<file path="config.mk">
export PLATFORM = sky130hd
export DESIGN_NAME = rqp_seq
export DESIGN_NICKNAME = d
export VERILOG_FILES = /design/src/rtl/rqp_pkg.sv /design/src/rtl/rqp_idx_unit.sv /design/src/rtl/rqp_seq.sv
export VERILOG_INCLUDE_DIRS = /design/src /design/src/rtl
export SDC_FILE = /design/constraint.sdc
export NUM_CORES = 1
export LEC_CHECK = 0
export BUFFER_PORTS_ARGS = -buffer_cell sky130_fd_sc_hd__clkbuf_2
export CORE_MARGIN = 2
export CORE_UTILIZATION = 52
export CTS_CLUSTER_SIZE = 12
export DETAILED_ROUTE_END_ITERATION = 6
export PLACE_DENSITY = 0.82
export SLEW_MARGIN = 0
export SYNTH_ARGS = -nofsm -noshare
export SYNTH_HDL_FRONTEND = slang
export SYNTH_HIERARCHICAL = 1
export SYNTH_SLANG_ARGS = --single-unit
</file>
<file path="constraint.sdc">
create_clock -name clk -period 4.9 [get_ports clk]
set_clock_uncertainty 0.15 [all_clocks]
set_input_delay 0.245 -clock clk [delete_from_list [all_inputs] [get_ports clk]]
set_output_delay 0.245 -clock clk [all_outputs]
set_load 0.01 [all_outputs]
</file>
<file path="src/rtl/ring_queue_with_putback_core_assert.svh">
// ----------------------------------------------------------------------------
// Ring queue assertion macros
// Shared concurrent assertion forms for the ring queue modules.
// ----------------------------------------------------------------------------
`ifndef RING_QUEUE_WITH_PUTBACK_CORE_ASSERT_SVH
`define RING_QUEUE_WITH_PUTBACK_CORE_ASSERT_SVH

// condition holds at every edge out of reset
`define RQP_CHECK_ALWAYS(label, cond, msg) \
	label: assert property (@(posedge clk) disable iff (!arst_n) (cond)) \
		else $error(msg);

// consequent holds in the cycle after the antecedent
`define RQP_CHECK_NEXT(label, ante, cons, msg) \
	label: assert property (@(posedge clk) disable iff (!arst_n) (ante) |=> (cons)) \
		else $error(msg);

`endif

</file>
<file path="src/rtl/rqp_pkg.sv">
// ----------------------------------------------------------------------------
// Ring queue package
// Sizes, command codes and interface structs shared by the ring queue modules.
// ----------------------------------------------------------------------------
package rqp_pkg;

	localparam int DEPTH      = 256;
	localparam int DATA_WIDTH = 32;
	localparam int MAX_BURST  = 16;

	localparam int IDX_W   = $clog2(DEPTH);
	localparam int CNT_W   = $clog2(DEPTH + 1);
	localparam int BURST_W = $clog2(MAX_BURST + 1);
	localparam int CMD_W   = 3;

	typedef enum logic [CMD_W-1:0] {
		CMD_ENQ     = 3'd0,
		CMD_DEQ     = 3'd1,
		CMD_BURST   = 3'd2,
		CMD_PUTBACK = 3'd3,
		CMD_QUERY   = 3'd4
	} cmd_t;

	typedef struct packed {
		logic             apply;
		logic [CNT_W-1:0] capacity;
	} cfg_t;

	typedef struct packed {
		logic idle;
		logic empty;
	} status_t;

	typedef struct packed {
		logic                  we;
		logic [IDX_W-1:0]      waddr;
		logic [DATA_WIDTH-1:0] wdata;
		logic                  re;
		logic [IDX_W-1:0]      raddr;
	} mem_req_t;

endpackage

</file>
<file path="src/rtl/rqp_idx_unit.sv">
// ----------------------------------------------------------------------------
// Ring queue index unit
// Shared wrap-around step of a queue index, forwards or backwards.
// ----------------------------------------------------------------------------
module rqp_idx_unit import rqp_pkg::*; (
	input  logic [IDX_W-1:0] idx,
	input  logic [CNT_W-1:0] capacity,
	input  logic             retreat,
	output logic [IDX_W-1:0] result
);

	logic [CNT_W-1:0] inc;
	logic [CNT_W-1:0] cap_m1;

	always_comb begin
		inc    = CNT_W'(idx) + CNT_W'(1);
		cap_m1 = capacity - CNT_W'(1);
		if (retreat) begin
			result = (idx == '0) ? cap_m1[IDX_W-1:0] : idx - IDX_W'(1);
		end else begin
			result = (inc >= capacity) ? '0 : inc[IDX_W-1:0];
		end
	end

endmodule

</file>
<file path="src/rtl/rqp_seq.sv">
// ----------------------------------------------------------------------------
// Ring queue sequencer
// Command decode, pointer and count state, burst stepping and result register.
// ----------------------------------------------------------------------------
`include "ring_queue_with_putback_core_assert.svh"

module rqp_seq import rqp_pkg::*; (
	input  logic                  clk,
	input  logic                  arst_n,
	input  cfg_t                  cfg,
	output status_t               status,
	input  logic                  in_valid,
	output logic                  in_stall,
	input  logic [CMD_W-1:0]      cmd,
	input  logic [DATA_WIDTH-1:0] item_in,
	input  logic [BURST_W-1:0]    burst_count,
	output logic                  out_valid,
	input  logic                  out_stall,
	output logic                  accepted,
	output logic [DATA_WIDTH-1:0] item_out,
	output logic                  last,
	output logic [BURST_W-1:0]    delivered,
	output logic [CNT_W-1:0]      occupancy,
	output mem_req_t              mem_req,
	input  logic [DATA_WIDTH-1:0] mem_rdata
);

	typedef enum logic [1:0] {
		ST_IDLE,
		ST_READ,
		ST_EMIT
	} state_t;

	state_t                state_q;
	logic [IDX_W-1:0]      head_q;
	logic [IDX_W-1:0]      tail_q;
	logic [CNT_W-1:0]      cnt_q;
	logic [BURST_W-1:0]    rem_q;
	logic [BURST_W-1:0]    deliv_q;
	logic                  burst_q;
	logic                  accepted_q;
	logic [DATA_WIDTH-1:0] item_q;
	logic                  last_q;
	logic [BURST_W-1:0]    delivered_q;
	logic [CNT_W-1:0]      occ_q;

	logic                  take;
	logic                  full;
	logic                  empty;
	logic                  burst_ok;
	logic                  pop_next;
	logic [BURST_W-1:0]    want;
	logic [BURST_W-1:0]    first_n;
	logic [IDX_W-1:0]      idx_sel;
	logic                  retreat_sel;
	logic [IDX_W-1:0]      idx_next;

	rqp_idx_unit u_idx (
		.idx      (idx_sel),
		.capacity (cfg.capacity),
		.retreat  (retreat_sel),
		.result   (idx_next)
	);

	always_comb begin
		take     = in_valid && (state_q == ST_IDLE);
		full     = cnt_q >= cfg.capacity;
		empty    = cnt_q == '0;
		burst_ok = !empty && (burst_count != '0);
		pop_next = (state_q == ST_EMIT) && !out_stall && (rem_q != '0);
		want     = (burst_count > BURST_W'(MAX_BURST)) ? BURST_W'(MAX_BURST) : burst_count;
		first_n  = (CNT_W'(want) > cnt_q) ? cnt_q[BURST_W-1:0] : want;

		idx_sel       = head_q;
		retreat_sel   = 1'b0;
		mem_req.we    = 1'b0;
		mem_req.waddr = tail_q;
		mem_req.wdata = item_in;
		mem_req.re    = pop_next;
		mem_req.raddr = head_q;
		if (take) begin
			unique case (cmd)
				CMD_ENQ: begin
					idx_sel    = tail_q;
					mem_req.we = !full;
				end
				CMD_DEQ: begin
					mem_req.re = !empty;
				end
				CMD_BURST: begin
					mem_req.re = burst_ok;
				end
				CMD_PUTBACK: begin
					retreat_sel   = 1'b1;
					mem_req.we    = !full;
					mem_req.waddr = idx_next;
				end
				default: begin
				end
			endcase
		end
	end

	always_ff @(posedge clk or negedge arst_n) begin
		if (!arst_n) begin
			state_q     <= ST_IDLE;
			head_q      <= '0;
			tail_q      <= '0;
			cnt_q       <= '0;
			rem_q       <= '0;
			deliv_q     <= '0;
			burst_q     <= 1'b0;
			accepted_q  <= 1'b0;
			item_q      <= '0;
			last_q      <= 1'b0;
			delivered_q <= '0;
			occ_q       <= '0;
		end else begin
			unique case (state_q)
				ST_IDLE: begin
					if (take) begin
						// refused result unless an arm below says otherwise
						accepted_q  <= 1'b0;
						item_q      <= '0;
						last_q      <= 1'b1;
						delivered_q <= '0;
						occ_q       <= cnt_q;
						state_q     <= ST_EMIT;
						unique case (cmd)
							CMD_ENQ: begin
								if (!full) begin
									tail_q     <= idx_next;
									cnt_q      <= cnt_q + CNT_W'(1);
									accepted_q <= 1'b1;
									occ_q      <= cnt_q + CNT_W'(1);
								end
							end
							CMD_DEQ: begin
								if (!empty) begin
									head_q  <= idx_next;
									cnt_q   <= cnt_q - CNT_W'(1);
									rem_q   <= BURST_W'(1);
									deliv_q <= '0;
									burst_q <= 1'b0;
									state_q <= ST_READ;
								end
							end
							CMD_BURST: begin
								if (burst_ok) begin
									head_q  <= idx_next;
									cnt_q   <= cnt_q - CNT_W'(1);
									rem_q   <= first_n;
									deliv_q <= '0;
									burst_q <= 1'b1;
									state_q <= ST_READ;
								end
							end
							CMD_PUTBACK: begin
								if (!full) begin
									head_q     <= idx_next;
									cnt_q      <= cnt_q + CNT_W'(1);
									accepted_q <= 1'b1;
									occ_q      <= cnt_q + CNT_W'(1);
								end
							end
							CMD_QUERY: begin
								accepted_q <= 1'b1;
							end
							default: begin
							end
						endcase
					end
				end
				ST_READ: begin
					accepted_q  <= 1'b1;
					item_q      <= mem_rdata;
					last_q      <= rem_q == BURST_W'(1);
					delivered_q <= burst_q ? deliv_q + BURST_W'(1) : '0;
					occ_q       <= cnt_q;
					rem_q       <= rem_q - BURST_W'(1);
					deliv_q     <= deliv_q + BURST_W'(1);
					state_q     <= ST_EMIT;
				end
				ST_EMIT: begin
					if (!out_stall) begin
						if (rem_q != '0) begin
							head_q  <= idx_next;
							cnt_q   <= cnt_q - CNT_W'(1);
							state_q <= ST_READ;
						end else begin
							state_q <= ST_IDLE;
						end
					end
				end
				default: begin
					state_q <= ST_IDLE;
				end
			endcase
			if (cfg.apply) begin
				head_q <= '0;
				tail_q <= '0;
			end
		end
	end

	assign in_stall     = state_q != ST_IDLE;
	assign status.idle  = state_q == ST_IDLE;
	assign status.empty = empty;
	assign out_valid    = state_q == ST_EMIT;
	assign accepted     = accepted_q;
	assign item_out     = item_q;
	assign last         = last_q;
	assign delivered    = delivered_q;
	assign occupancy    = occ_q;

	`RQP_CHECK_ALWAYS(a_count_in_cap, cnt_q <= cfg.capacity, "held count above capacity")
	`RQP_CHECK_ALWAYS(a_head_in_cap, CNT_W'(head_q) < cfg.capacity, "head index beyond capacity")
	`RQP_CHECK_NEXT(a_read_emits, state_q == ST_READ, out_valid, "read word not presented")
	`RQP_CHECK_NEXT(a_last_ends, out_valid && !out_stall && last_q, !out_valid, "result after last")

endmodule
</file>
==> results_dict.tcl <==
set metrics [dict create \
    status "completed" \
    setup_viol 0 \
    grt_max_degree 59 \
    synth_fa_ha_area_share_pct 7.02 \
    report.final.hold_viol_count 0 \
    vias_per_cell 5.93 \
    grt_pass1_vias 4883 \
    antenna_found_initial 0 \
    syn_to_final_growth_pct 19.0 \
    cts.sinks 86 \
    cellLeakagePower_nw 3.44 \
    dp_hpwl_mm 10.7 \
    maxCapViolCount 0 \
    globalplace.congestion 0.916 \
    cp_max_fo 8 \
    period_needed_ns 4.57 \
    synth_warnings 6 \
    synth.top_cells.by_area "dfrtp_1 (38%), ha_1 (7.0%), a22o_1 (5.1%)" \
    yosysMostFrequentCell "dfrtp_1" \
    synth.area.mux_share_pct 5.44 \
    drc 0 \
    maxSlewViolCount 0 \
    htree_levels 3 \
    clock_latency_ns 0.38 \
    synth_compound_area_share_pct 17.6 \
    cts_tree "yes" \
    r2r-start "state_q[1]$_DFFE_PN0P_" \
    ys_top_cells_by_count "dfrtp_1 (86), nand2_1 (65), inv_1 (37)" \
    required_ns 4.51 \
    startpoint "state_q[1]$_DFFE_PN0P_" \
    synth_xor_area_share_pct 4.43 \
    place_ws_ns 0.295 \
    ant_nets 0 \
    syn_inst 612 \
    synth_edf_count 0 \
    setup_tns_ns 0 \
    gr-usage-all-layers_pct 26.7 \
    fp.dieW_um 109 \
    holdWs_ns 0.0565 \
    core_area_um2 10800 \
    synth_top_area_cell "dfrtp_1" \
    ys_seq_area_share_pct 37.7 \
    syn_area_um2 5700 \
    cts-root-buf "clkbuf_8" \
    floorplan.initialDensity_pct 52.8 \
    path_clk_slew_ns 0.09 \
    worst_pin_slew_ns 1.05 \
    yosysTopAreaCellShare_pct 37.7 \
    critPathCaptureType "output port" \
    ys.flop_type "dfrtp_1" \
    numPortBuffers 123 \
    drt_iter0_drc 457 \
    vias 5187 \
    r2r_cells 18 \
    period_share_pct 93.4 \
    syn-num-nets 730 \
    fin_cells 875 \
    hold_class "primary input to flop" \
    cts_buffer_depth 2 \
    endpoint "mem_req[47]" \
    clock.fmax_mhz 219 \
    syn_avg_cell_area_um2 9.32 \
    async_reset_ff_share_pct 100 \
    synth-seq-cells 86 \
    grt_pass1_wl_mm 24.6 \
    antenna_cells 0 \
    finalWorstSetupSlack_ns 0.325 \
    fillCellCount 889 \
    wl_per_cell_um 17.9 \
    synth_top_family_by_area "simple AND/OR/NAND/NOR gates" \
    overflow 0 \
    max_slew_margin_pct 29.3 \
    row_count 38 \
    total_power_w 0.00324 \
    r2r_slack_ns 0.87 \
    place_inst 823 \
    power_density_nw_per_um2 477 \
    dieArea_um2 11800 \
    cp-start-kind "flop" \
    yosys.area_share.simple_pct 18.9 \
    arrival_ns 4.18 \
    r2r_end "head_q[6]$_DFFE_PN0P_" \
    pin_count 188 \
    ys_types 79 \
    firstDrtPassIters 7 \
    critPathKind "flop to output port" \
    final_nets 848 \
    vdd_drop_max_uv 273 \
    drt-total-wl_mm 15.6 \
    die_h_um 109 \
    cts_inserted_buffers 9 \
    layout-drive-gt1-share_pct 24.9 \
]
==> layer usage <==
layer | up-vias | global-route usage, % | part of all wire (%) | wire (um)
li1 | 2384 | - | - | -
met1 | 2530 | 35.3 | 43 | 6660
met2 | 243 | 43.7 | 49 | 7590
met3 | 30 | 5.68 | 7.1 | 1110
met4 | 0 | 8.70 | 1.7 | 266
met5 | - | 0 | 0 | 0
==> worst min-delay path by stage <==
stage                                to  cells after the start     start  slack (ns)
4_1_cts            accepted$_DFFE_PN0P_                      3  in_valid        0.04
6_report           accepted$_DFFE_PN0P_                      3  in_valid        0.06
3_5_place_dp   item_out[21]$_DFFE_PN0P_                      1    arst_n        0.03
2_1_floorplan      accepted$_DFFE_PN0P_                      0    arst_n       -0.20
5_1_grt            accepted$_DFFE_PN0P_                      3  in_valid        0.07
3_3_place_gp   item_out[21]$_DFFE_PN0P_                      1    arst_n        0.03
==> layout by cell type (no fill, tap or decap), types with 24 or more instances in the layout <==
master         instances
dlygate4sd3_1         34
inv_1                 37
a22o_1                33
nand2_1               65
clkbuf_2             122
ha_1                  32
o21ai_0               24
dfrtp_1               86
nor2_1                29
==> report_power, final <==
part	switching [W]	internal, W	leakage (nW)
logic	0.000863	0.000636	2.21
clock network	0.000289	0.000293	0.108
registers	0.000222	0.000932	1.13
==> registers in the layout, indices dropped and copies added (netlist names) <==
signal and count:
accepted 1, item_out 32, occupancy 9, cnt_q 9, state_q 2, last 1
delivered 5, head_q 8, burst_q 1, tail_q 8, rem_q 5, deliv_q 5
==> critical path: stages (launching register included) <==
cell and delay (ns):
dfrtp_1 0.48, nor2_4 0.21, nand4_1 0.13, buf_4 0.19, mux2_2 0.35, inv_1 0.10, ha_1 0.16, nor4b_4 0.31
nand2_1 0.26, nor2_1 0.17, a21oi_1 0.06, ha_1 0.24, nor2b_1 0.17, a311o_1 0.38, o31ai_2 0.07, a22oi_2 0.08
o22ai_2 0.18, nand2_1 0.07, nand2_1 0.06, clkbuf_2 0.12
==> stage by stage <==
stage	util (%)	instance area [um2]
after CTS	62.7	6770
after global routing	62.9	6790
after detailed placement	57.2	6170
after global placement	57.2	6170
after floorplan	-	5700
final	62.9	6790
==> cells by family (layout without fill, tap and decap cells) <==
| kind of cell | Yosys count | after routing |
|---|---|---|
| buf+inv | 95 | 218 |
| xor+xnor | 28 | 28 |
| flops | 86 | 86 |
| fa+ha+maj | 32 | 32 |
| mux | 30 | 30 |
| compound gates | 137 | 137 |
| simple gates | 204 | 204 |
==> final cells by class <==
class                   instances  area, um2  share of cell area, %
multi-input cells             431       3070                   45.2
flip-flops and latches         86       2150                   31.7
repair buffers                164       1020                   15.1
well taps                     140        175                   2.58
inverters                      38        143                   2.10
clock buffers                   9        124                   1.83
clock inverters                 7        104                   1.53
==> what timing repair did <==
action,4_1_cts,5_1_grt
buffers inserted,2,0
endpoints found under the setup margin,8,8
hold buffers,34,0
gates resized for setup,0,4
endpoints found under the hold margin,61,0
pin swaps,1,0
No activity file was read; power rests on OpenSTA's default activity.
